**src/hw/rtl/ittw_pkg.sv**
```systemverilog
package ittw_pkg;

  localparam int unsigned CHAN_W    = 6;
  localparam int unsigned SLOT_W    = 4;
  localparam int unsigned CFG_W     = 5;
  localparam int unsigned MAX_SLOTS = 16;
  localparam int unsigned ADDR_W    = 3;
  localparam int unsigned DATA_W    = 32;

  localparam logic [ADDR_W-1:0] ADDR_WHEEL_SLOTS = 3'd0;
  localparam logic [CFG_W-1:0]  WHEEL_SLOTS_RST  = 5'd8;

  typedef logic [CHAN_W-1:0] chan_t;
  typedef logic [SLOT_W-1:0] slot_t;

  typedef enum logic {
    OP_REFRESH = 1'b0,
    OP_TICK    = 1'b1
  } op_e;

  typedef struct packed {
    op_e   op;
    chan_t channel;
  } cmd_t;

endpackage

```
**src/hw/rtl/idle_timeout_timing_wheel.sv**
```systemverilog
// Refresh: one word per cycle sustained while the back end is idle; accepted into a
//   two-entry queue and applied by the back end at the edge it leaves the queue.
// Tick: the back end scans the channel table channel by channel (memory read, then
//   compare) and waits while the output side stalls before it emits a word;
//   each expiry word waits for the next hit or the end of the scan, which settles
//   its last flag.
// Reset: no channel tracked, current slot 0, wheel_slots 8, queue empty.
module idle_timeout_timing_wheel #(
  parameter int unsigned MAX_CHANNELS = 64
) (
  input  logic                           clk_i,
  input  logic                           rst_ni,
  input  logic                           in_valid_i,
  output logic                           in_stall_o,
  input  logic                           operation_i,
  input  logic [5:0]                     channel_id_i,
  input  logic                           exempt_i,
  output logic                           out_valid_o,
  input  logic                           out_stall_i,
  output logic [5:0]                     expired_channel_o,
  output logic                           last_o,
  input  logic                           psel,
  input  logic                           penable,
  input  logic                           pwrite,
  input  logic [ittw_pkg::ADDR_W-1:0]    paddr,
  input  logic [ittw_pkg::DATA_W-1:0]    pwdata,
  output logic [ittw_pkg::DATA_W-1:0]    prdata,
  output logic                           pready
);

  logic [ittw_pkg::CFG_W-1:0] wheel_slots_q;
  logic                       cfg_wr;
  logic                       q_push;
  logic                       q_full;
  logic                       q_pop;
  logic                       q_valid;
  ittw_pkg::cmd_t             q_push_cmd;
  ittw_pkg::cmd_t             q_cmd;

  assign pready = 1'b1;
  assign cfg_wr = psel && penable && pwrite && pready && (paddr == ittw_pkg::ADDR_WHEEL_SLOTS);
  assign prdata = (paddr == ittw_pkg::ADDR_WHEEL_SLOTS) ?
                  ittw_pkg::DATA_W'(wheel_slots_q) : '0;

  always_ff @(posedge clk_i or negedge rst_ni) begin
    if (!rst_ni) begin
      wheel_slots_q <= ittw_pkg::WHEEL_SLOTS_RST;
    end else if (cfg_wr) begin
      wheel_slots_q <= pwdata[ittw_pkg::CFG_W-1:0];
    end
  end

  ittw_front #(
    .MAX_CHANNELS(MAX_CHANNELS)
  ) u_front (
    .in_valid_i   (in_valid_i),
    .in_stall_o   (in_stall_o),
    .operation_i  (operation_i),
    .channel_id_i (channel_id_i),
    .exempt_i     (exempt_i),
    .q_full_i     (q_full),
    .q_push_o     (q_push),
    .q_cmd_o      (q_push_cmd)
  );

  ittw_queue u_queue (
    .clk_i      (clk_i),
    .rst_ni     (rst_ni),
    .push_i     (q_push),
    .push_cmd_i (q_push_cmd),
    .full_o     (q_full),
    .pop_i      (q_pop),
    .valid_o    (q_valid),
    .cmd_o      (q_cmd)
  );

  ittw_back #(
    .MAX_CHANNELS(MAX_CHANNELS)
  ) u_back (
    .clk_i             (clk_i),
    .rst_ni            (rst_ni),
    .cmd_valid_i       (q_valid),
    .cmd_i             (q_cmd),
    .cmd_pop_o         (q_pop),
    .wheel_slots_i     (wheel_slots_q),
    .out_valid_o       (out_valid_o),
    .out_stall_i       (out_stall_i),
    .expired_channel_o (expired_channel_o),
    .last_o            (last_o)
  );

endmodule

```
**src/hw/rtl/ittw_front.sv**
```systemverilog
module ittw_front #(
  parameter int unsigned MAX_CHANNELS = 64
) (
  input  logic           in_valid_i,
  output logic           in_stall_o,
  input  logic           operation_i,
  input  logic [5:0]     channel_id_i,
  input  logic           exempt_i,
  input  logic           q_full_i,
  output logic           q_push_o,
  output ittw_pkg::cmd_t q_cmd_o
);

  logic in_range;
  logic keep;

  // drop exempt refreshes and refreshes to channels beyond the table
  assign in_range   = {1'b0, channel_id_i} < 7'(MAX_CHANNELS);
  assign keep       = (operation_i == ittw_pkg::OP_TICK) || (!exempt_i && in_range);
  assign in_stall_o = q_full_i;
  assign q_push_o   = in_valid_i && !q_full_i && keep;

  assign q_cmd_o.op      = ittw_pkg::op_e'(operation_i);
  assign q_cmd_o.channel = channel_id_i;

endmodule

```
**src/hw/rtl/ittw_queue.sv**
```systemverilog
module ittw_queue (
  input  logic           clk_i,
  input  logic           rst_ni,
  input  logic           push_i,
  input  ittw_pkg::cmd_t push_cmd_i,
  output logic           full_o,
  input  logic           pop_i,
  output logic           valid_o,
  output ittw_pkg::cmd_t cmd_o
);

  localparam int unsigned Depth = 2;
  localparam int unsigned PtrW  = $clog2(Depth);
  localparam int unsigned CntW  = $clog2(Depth + 1);

  ittw_pkg::cmd_t  entries [Depth];
  logic [PtrW-1:0] wr_ptr_q, wr_ptr_d;
  logic [PtrW-1:0] rd_ptr_q, rd_ptr_d;
  logic [CntW-1:0] count_q, count_d;
  logic            do_push;
  logic            do_pop;

  assign full_o  = count_q == CntW'(Depth);
  assign valid_o = count_q != '0;
  assign cmd_o   = entries[rd_ptr_q];
  assign do_push = push_i && !full_o;
  assign do_pop  = pop_i && valid_o;

  always_comb begin
    wr_ptr_d = wr_ptr_q;
    rd_ptr_d = rd_ptr_q;
    count_d  = count_q;
    if (do_push) begin
      wr_ptr_d = (wr_ptr_q == PtrW'(Depth - 1)) ? '0 : wr_ptr_q + 1'b1;
    end
    if (do_pop) begin
      rd_ptr_d = (rd_ptr_q == PtrW'(Depth - 1)) ? '0 : rd_ptr_q + 1'b1;
    end
    case ({do_push, do_pop})
      2'b10:   count_d = count_q + 1'b1;
      2'b01:   count_d = count_q - 1'b1;
      default: count_d = count_q;
    endcase
  end

  always_ff @(posedge clk_i or negedge rst_ni) begin
    if (!rst_ni) begin
      wr_ptr_q <= '0;
      rd_ptr_q <= '0;
      count_q  <= '0;
    end else begin
      wr_ptr_q <= wr_ptr_d;
      rd_ptr_q <= rd_ptr_d;
      count_q  <= count_d;
    end
  end

  always_ff @(posedge clk_i) begin
    if (do_push) begin
      entries[wr_ptr_q] <= push_cmd_i;
    end
  end

endmodule

```
**src/hw/rtl/ittw_back.sv**
```systemverilog
module ittw_back #(
  parameter int unsigned MAX_CHANNELS = 64
) (
  input  logic                            clk_i,
  input  logic                            rst_ni,
  input  logic                            cmd_valid_i,
  input  ittw_pkg::cmd_t                  cmd_i,
  output logic                            cmd_pop_o,
  input  logic [ittw_pkg::CFG_W-1:0]      wheel_slots_i,
  output logic                            out_valid_o,
  input  logic                            out_stall_i,
  output ittw_pkg::chan_t                 expired_channel_o,
  output logic                            last_o
);

  localparam int unsigned IdxW = $clog2(MAX_CHANNELS);

  typedef logic [IdxW-1:0] idx_t;

  typedef enum logic [3:0] {
    ST_IDLE  = 4'b0001,
    ST_READ  = 4'b0010,
    ST_CHECK = 4'b0100,
    ST_FLUSH = 4'b1000
  } back_state_e;

  back_state_e             state_q, state_d;
  logic [MAX_CHANNELS-1:0] valid_q, valid_d;
  ittw_pkg::slot_t         slot_mem [MAX_CHANNELS];
  ittw_pkg::slot_t         rdata_q;
  ittw_pkg::slot_t         cur_q, cur_d;
  idx_t                    idx_q, idx_d;
  idx_t                    pend_q, pend_d;
  logic                    pend_valid_q, pend_valid_d;
  logic                    out_valid_q, out_valid_d;
  ittw_pkg::chan_t         out_chan_q, out_chan_d;
  logic                    out_last_q, out_last_d;
  logic                    mem_we;
  logic                    mem_re;
  idx_t                    wr_idx;
  logic                    can_emit;
  logic                    hit;
  logic                    scan_done;
  logic [ittw_pkg::CFG_W-1:0] eff_slots;
  logic [ittw_pkg::CFG_W-1:0] cur_plus;
  ittw_pkg::slot_t         next_slot;

  always_comb begin
    if (wheel_slots_i == '0) begin
      eff_slots = ittw_pkg::CFG_W'(1);
    end else if (wheel_slots_i > ittw_pkg::CFG_W'(ittw_pkg::MAX_SLOTS)) begin
      eff_slots = ittw_pkg::CFG_W'(ittw_pkg::MAX_SLOTS);
    end else begin
      eff_slots = wheel_slots_i;
    end
  end

  assign cur_plus  = {1'b0, cur_q} + ittw_pkg::CFG_W'(1);
  assign next_slot = (cur_plus >= eff_slots) ? '0 : cur_plus[ittw_pkg::SLOT_W-1:0];

  assign wr_idx    = cmd_i.channel[IdxW-1:0];
  assign can_emit  = !out_valid_q || !out_stall_i;
  assign hit       = valid_q[idx_q] && (rdata_q == cur_q);
  assign scan_done = idx_q == idx_t'(MAX_CHANNELS - 1);

  always_comb begin
    state_d      = state_q;
    valid_d      = valid_q;
    cur_d        = cur_q;
    idx_d        = idx_q;
    pend_d       = pend_q;
    pend_valid_d = pend_valid_q;
    out_valid_d  = out_valid_q && out_stall_i;
    out_chan_d   = out_chan_q;
    out_last_d   = out_last_q;
    cmd_pop_o    = 1'b0;
    mem_we       = 1'b0;
    mem_re       = 1'b0;
    case (state_q)
      ST_IDLE: begin
        if (cmd_valid_i) begin
          cmd_pop_o = 1'b1;
          if (cmd_i.op == ittw_pkg::OP_TICK) begin
            cur_d   = next_slot;
            idx_d   = '0;
            state_d = ST_READ;
          end else begin
            mem_we          = 1'b1;
            valid_d[wr_idx] = 1'b1;
          end
        end
      end
      ST_READ: begin
        mem_re  = 1'b1;
        state_d = ST_CHECK;
      end
      ST_CHECK: begin
        if (!(hit && pend_valid_q && !can_emit)) begin
          if (hit) begin
            if (pend_valid_q) begin
              out_valid_d = 1'b1;
              out_chan_d  = ittw_pkg::chan_t'(pend_q);
              out_last_d  = 1'b0;
            end
            pend_d         = idx_q;
            pend_valid_d   = 1'b1;
            valid_d[idx_q] = 1'b0;
          end
          if (scan_done) begin
            state_d = ST_FLUSH;
          end else begin
            idx_d   = idx_q + 1'b1;
            state_d = ST_READ;
          end
        end
      end
      ST_FLUSH: begin
        if (!pend_valid_q) begin
          state_d = ST_IDLE;
        end else if (can_emit) begin
          out_valid_d  = 1'b1;
          out_chan_d   = ittw_pkg::chan_t'(pend_q);
          out_last_d   = 1'b1;
          pend_valid_d = 1'b0;
          state_d      = ST_IDLE;
        end
      end
      default: begin
        state_d = ST_IDLE;
      end
    endcase
  end

  always_ff @(posedge clk_i or negedge rst_ni) begin
    if (!rst_ni) begin
      state_q      <= ST_IDLE;
      valid_q      <= '0;
      cur_q        <= '0;
      idx_q        <= '0;
      pend_valid_q <= 1'b0;
      out_valid_q  <= 1'b0;
    end else begin
      state_q      <= state_d;
      valid_q      <= valid_d;
      cur_q        <= cur_d;
      idx_q        <= idx_d;
      pend_valid_q <= pend_valid_d;
      out_valid_q  <= out_valid_d;
    end
  end

  always_ff @(posedge clk_i) begin
    pend_q     <= pend_d;
    out_chan_q <= out_chan_d;
    out_last_q <= out_last_d;
  end

  always_ff @(posedge clk_i) begin
    if (mem_we) begin
      slot_mem[wr_idx] <= cur_q;
    end
    if (mem_re) begin
      rdata_q <= slot_mem[idx_q];
    end
  end

  assign out_valid_o       = out_valid_q;
  assign expired_channel_o = out_chan_q;
  assign last_o            = out_last_q;

endmodule

```
**config.mk**
```make
export PLATFORM = sky130hd
export DESIGN_NAME = idle_timeout_timing_wheel
export DESIGN_NICKNAME = d
export VERILOG_FILES = /design/src/hw/rtl/ittw_pkg.sv /design/src/hw/rtl/idle_timeout_timing_wheel.sv /design/src/hw/rtl/ittw_front.sv /design/src/hw/rtl/ittw_queue.sv /design/src/hw/rtl/ittw_back.sv
export SDC_FILE = /design/constraint.sdc
export NUM_CORES = 1
export LEC_CHECK = 0
export BUFFER_PORTS_ARGS = -buffer_cell sky130_fd_sc_hd__buf_2
export CORE_ASPECT_RATIO = 1.75
export CORE_UTILIZATION = 50
export DETAILED_ROUTE_END_ITERATION = 16
export PLACE_DENSITY_LB_ADDON = 0.2
export SYNTH_ARGS = -nofsm -noshare
export SYNTH_HDL_FRONTEND = slang
export SYNTH_HIERARCHICAL = 1
export SYNTH_SLANG_ARGS = --single-unit
```
**constraint.sdc**
```tcl
create_clock -name clk_i -period 7.9 [get_ports clk_i]
set_clock_uncertainty 0.1 [all_clocks]
set_input_delay 2.37 -clock clk_i [delete_from_list [all_inputs] [get_ports clk_i]]
set_output_delay 2.37 -clock clk_i [all_outputs]
set_load 0.05 [all_outputs]
```
; ---- Word level (Yosys, flattened, before mapping)
; Memory sizes are Yosys's and may differ from the RTL's. A register that Yosys moved wholly into a read port is not among the register bits.
; Index checks and enable logic that the tools add are counted.
[classes]
n_addsub = 6
order_cmp = 6
eq_ne = 19
mux = 63
bitwise_logic = 4
n_reduce_logical = 33
[ops]
columns = operator, count
row1 = 64-bit 2-to-1 mux, 4
row2 = 64-bit case mux with 2 select lines, 1
row3 = 64-bit bitwise AND, 1
row4 = 64-bit inverter, 1
row5 = 64-bit OR, 1
row6 = 6-bit 2-to-1 mux, 9
row7 = 1-bit 2-to-1 mux, 29
row8 = 4-bit 2-to-1 mux, 7
row9 = 6-bit case mux with 2 select lines, 2
row10 = 4-bit case mux with 4 select lines, 1
row11 = 5-bit 2-to-1 mux, 3
row12 = 6-bit by 7-bit less-than comparator with 1-bit output (second input constant), 2
row13 = 1-bit logical AND, 13
row14 = 1-bit demux with 6-bit select, 2
row15 = 6-bit by 1-bit greater-or-equal comparator with 1-bit output (second input constant), 2
row16 = 2-bit by 1-bit inequality test with 1-bit output (second input constant), 5
row17 = 5-bit AND reduction, 2
row18 = 3-bit AND reduction, 3
row19 = 2-bit inequality test (second input constant), 4
row20 = 2-bit nonzero test, 4
row21 = 6-bit by 1-bit adder with 6-bit output (second input constant), 1
row22 = 1-bit binary-select mux with 6-bit select, 1
row23 = 6-bit equality test (second input constant), 1
row24 = 1-bit case mux with 2 select lines, 3
row25 = other kinds (22), 29
[totals]
reg_bits = 102
ramBits = 270
input_bits = 50
mem_count = 2
[memory_table]
columns = name, words, word_bits, read_ports, rd_clocked_by_memory_dff, wr, line_no
row1 = u_back.slot_mem, 64, 4, 1, 1, 1, ittw_back.sv:29  ; ittw_pkg::slot_t slot_mem [MAX_CHANNELS];
row2 = u_queue.entries, 2, 7, 1, 0, 1, ittw_queue.sv:16  ; ittw_pkg::cmd_t entries [Depth];

; ---- Depth between registers and ports, before layout
[depth]
depth_word = 9
mapped_depth = 11

; ---- Hierarchy
; The synthesis kept the hierarchy.
[modules_own_cells]
columns = module, instances, cells_per_inst, area_each_um2, seq_area_each_um2
row1 = ittw_back, 1, 1005, 14463.9, 10201.0
row2 = ittw_queue, 1, 40, 703.2, 520.5
row3 = idle_timeout_timing_wheel, 1, 48, 486.7, 126.4
row4 = ittw_front, 1, 10, 86.3, 0.0

; ---- Worst setup path before layout
; No wires, ideal clock.
[synth_timing]
kind = input-to-output
startpoint = input paddr[1] (netlist bit)
endpoint = output prdata[0] (netlist bit)
arrival_ps = 2932
t_required_ps = 5430
setup_slack_ps = 2498
path_stages = 2
path_cell_list = nor3_2 > and2_2
[synth_via]
elab_chain_len = 2
[synth_lines]
columns = element, line_no
row1 = "start, declared", idle_timeout_timing_wheel.sv:25  ; input logic [ittw_pkg::ADDR_W-1:0] paddr,
row2 = 3-bit zero test, idle_timeout_timing_wheel.sv:42  ; assign prdata = (paddr == ittw_pkg::ADDR_WHEEL_SLOTS) ?
row3 = 5-bit 2-to-1 mux, idle_timeout_timing_wheel.sv:42
row4 = "end, declared", idle_timeout_timing_wheel.sv:27  ; output logic [ittw_pkg::DATA_W-1:0] prdata,
; No other way between the ends.

; ---- Final worst setup path
; Ends and elaborated chain as after synthesis.

==> results by stage <==
Run status:
- The flow ran to the end, and the final reports show no timing, DRC or antenna violations.

Detailed routing:
- The final route contains 9794 vias.
- In this run, the number of DRC markers left after iteration 0 of detailed routing was 938.
- Wires add up to 41300 um.
- After detailed routing, the number of remaining DRC violations is 0.
- After detailed routing, the average wire length per cell comes to 26.9 um.
- The iteration count of the initial detailed-routing pass is 6.
- The count of nets left with antenna violations after detail routing is 0.
- Using the TritonRoute via totals, the vias-per-cell ratio works out to 6.38.

Pwr:
- Summed over all cells, the static leakage comes to 0.00622 uW.
- The total power per unit cell area is 280 nW/um^2.
- IR analysis of the VDD net gives a maximum drop of 0.000309 V.

Final layout:
- The area used by multi-input combinational logic is 4420 sq um.
- Counting the fill cells in the layout gives 2504.
- The library cells used most frequently in the layout, excluding fill and tap cells, are 287 x sky130_fd_sc_hd__edfxtp_1, 91 x sky130_fd_sc_hd__nor2_1, 80 x sky130_fd_sc_hd__dfrtp_1, 79 x sky130_fd_sc_hd__nand3_1, 75 x sky130_fd_sc_hd__a22oi_1.
- The layout overhead on the synthesized area is 9.17%.
- For this run, the number of standard cells in the final layout without fillers is 1534.
- Across the whole layout, storage elements account for 10900 sq um.
- At the end of the flow, the number of nets in the layout was 1177.
- The most common library cell in the layout ignoring fill and taps is sky130_fd_sc_hd__edfxtp_1.
- Of the cells placed in the final design, the portion with a size suffix greater than 1 is 15.7%.
- The repair_antennas step left the layout with diodes totalling 0.

Clocking:
- Hold repair after CTS inserted 0 buffers.
- TritonCTS built the clock tree.
- The clock passes through at most 3 buffers.
- The number of buffers created by CTS is 31.
- At the later pin of the worst-skew pair, clock insertion delay measures 0.59 ns.
- For this design, the sink count on the clock tree is 376.
- The cell sitting at the root of the clock tree is a sky130_fd_sc_hd__clkbuf_16.
- The post-CTS setup-driven buffer insertion count is 0.
- The deepest level of the CTS H-tree is 1.
- The post-cts sizing count is 0.
- The clock transition at the registers of the reported paths is 0.06 ns.

Timing:
- In the finished design, the share of the clock period the worst path needs comes to 71.5%.
- The setup violation total in the final timing report is 0.
- The worst pin sits at a relative slew slack of 37.1%.
- Setup repair after global routing left no endpoint under its margin.
- The final hold violation count was 0.
- The number of pins exceeding their max-slew limit in the final report is 0.
- For this run, the top clock speed supported by timing is 0.177 GHz.
- The worst-margin pin slew is 0.935 ns.
- Summed over all failing endpoints, the final setup total negative slack is 0 ns.
- The worst path needs 5.65 ns of the cycle, external delays included.

Placed design:
- The total instance count after detailed placement is 1477.
- The number of input and output port buffers inserted is 36.
- The sum of net half-perimeters after detailed placement is 25200 um.
- The congestion estimate from routability-driven global placement came to 0.845.

Yosys:
- The post-synthesis sequential area ratio is 68.9%.
- The mapped cell area is 15700 sq um.
- Counting every instance in the synthesized netlist gives 1103.
- The post-synthesis cell type count is 63.
- Each instance of the synthesized netlist takes up on average 14.3 sq um.
- After synthesis, the share of flip-flops with an asynchronous set or reset is 23.7%.
- The Yosys step of the flow raised 6 warnings.
- Yosys mapped a number of flops with a built-in enable equal to 287.
- The count of state elements after synthesis is 376.
- Among all flip-flop cells after synthesis, the most frequent one is sky130_fd_sc_hd__edfxtp_1.

Global route:
- The global-route wire length before repair is 61700 um.
- Entering global routing, the biggest net connects 69 pins.
- The number of antenna violations at the first check in global routing is 0.
- The total global routing track utilization is 26.6%.
- The number of global-route vias before repair was 9836.
- Summed over all layers, the global routing overflow is 0.

Hold path:
- In this run the worst hold path is classified as reg2reg.

Floorplanning:
- The die is 237 um tall.
- The width of the chip is 136 um.
- For this design the top-level I/O count stands at 92.
- For this configuration, the core starts out at a cell density of 51.0%.
- The floorplan step defined a die boundary enclosing 32200 sq um.
- The placeable core region is 30800 sq um.
- The placement row count is 85.

Setup path:
- The cell type of the slowest stage on the worst timing path is sky130_fd_sc_hd__nor3_2.
- The type of origin of the critical path is an input port.
- The critical path class is in2out.
- STA puts the critical path data arrival time at 3.18 ns.
- On the critical path the largest part of the delay comes from simple AND/OR/NAND/NOR gates.
- In this design, the stage delay of the slowest critical-path cell is 0.27 ns.
- The sort of element at the end of the critical path is an output port.
- The most numerous cell type found on the critical path is sky130_fd_sc_hd__buf_2.
- At the worst endpoint, the required time is 5.43 ns.
- In this run the worst path has a maximum fanout of 6.
- The number of buffers and inverters on the critical path is 2.
- Traced cell by cell, the critical path runs through buf_2 -> nor3_2 -> and2_2 -> buf_2.

Run:
- The reported max-cap violation count is 0.
## state kept, by name (all words and copies together) (netlist names)
name	cells
u_back/last_o	1
wheel_slots_q	5
u_back/pend_q	6
u_back/out_valid_o	1
u_back/expired_channel_o	6
u_back/rdata_q	4
u_queue/rd_ptr_q	1
u_queue/wr_ptr_q	1
u_queue/count_q	2
u_back/slot_mem	256
u_back/state_q	4
u_back/cur_q	4
u_queue/entries	14
u_back/pend_valid_q	1
u_back/idx_q	6
u_back/valid_q	64
## cell usage after synthesis, drive strengths merged, types with 3 or more instances
cell | count | area (sq um)
a21boi | 3 | 22.5
a21o | 56 | 420
a21oi | 16 | 80.1
a221oi | 13 | 114
a22o | 18 | 158
a22oi | 75 | 563
a31oi | 11 | 68.8
and2 | 8 | 58.8
and3 | 6 | 37.5
and3b | 5 | 43.8
buf | 67 | 425
clkbuf | 39 | 146
dfrtp | 87 | 2180
edfxtp | 287 | 8620
ha | 8 | 100
inv | 8 | 30.0
mux2 | 17 | 210
mux2i | 18 | 180
mux4 | 20 | 450
nand2 | 39 | 146
nand2b | 4 | 25.0
nand3 | 79 | 395
nand3b | 4 | 30.0
nand4 | 24 | 156
nor2 | 93 | 349
nor2b | 7 | 51.3
nor3 | 12 | 70.1
nor3b | 7 | 62.6
nor4 | 3 | 33.8
o211ai | 7 | 52.6
o21a | 3 | 22.5
o21ai | 22 | 110
or3 | 3 | 18.8
xnor2 | 5 | 43.8
xor2 | 7 | 61.3
## routing by layer
metal	wire, um	global-route usage, %
met5	0	0
met4	2330	15.0
met2	21300	45.5
met1	14700	31.8
met3	2890	3.68
## layout make-up
type,count,area share (%)
Tap cell,391,2.85
Timing Repair Buffer,63,2.24
Clock inverter,18,1.03
Sequential cell,376,63.2
Inverter,8,0.175
Clock buffer,39,4.81
Multi-Input combinational cell,639,25.7
## report_power, final
part           switching (uW)  total, uW  internal [uW]
clock network             695       1540            840
registers                96.6       2510           2410
logic                     506        769            263
total                    1300       4810           3510
## metrics by stage
step	util, %	hold WS [ns]	worst slack, ns	area, sq um	power, uW
after global placement	52.5	0.303	2.25	16200	3280
after global routing	55.7	0.335	2.18	17200	4980
after floorplan	-	0.300	2.50	15800	3060
final	55.7	0.321	2.25	17200	4810
after CTS	55.7	0.323	2.23	17200	4820
after detailed placement	52.5	0.307	2.24	16200	3310
## worst paths after layout
path                                        startpoint                                    end  slack [ns]  cells past startpoint
setup reg to reg           u_back/idx_q[1]$_DFFE_PN0P_  u_back/expired_channel_o[3]$_DFFE_PP_        3.69                      8
max in group asynchronous                       rst_ni            u_back/cur_q[0]$_DFFE_PN0P_        4.85                      2
hold reg to reg             u_back/pend_q[1]$_DFFE_PP_  u_back/expired_channel_o[1]$_DFFE_PP_        0.32                      0
min in group asynchronous                       rst_ni         u_queue/count_q[0]$_DFFE_PN0P_        1.58                      1
setup / recovery                              paddr[1]                              prdata[0]        2.25                      4
hold / removal              u_back/pend_q[1]$_DFFE_PP_  u_back/expired_channel_o[1]$_DFFE_PP_        0.32                      0
## logic make-up (layout without fill, tap and decap cells)
| logic type | after synthesis | count (layout) | synth area share, % |
|---|---|---|---|
| DFF | 376 | 376 | 68.9 |
| and+or+nand+nor | 301 | 301 | 9.75 |
| AOI/OAI and AO/OA | 235 | 235 | 10.8 |
| buffers and inverters | 114 | 128 | 3.82 |
| muxes | 55 | 55 | 5.34 |
| xor gates and xnor gates | 12 | 12 | 0.668 |
| adders and majority gates | 8 | 8 | 0.636 |
| other | 2 | 28 | 0.0477 |
Note: power is estimated with default switching activity, not from simulation.
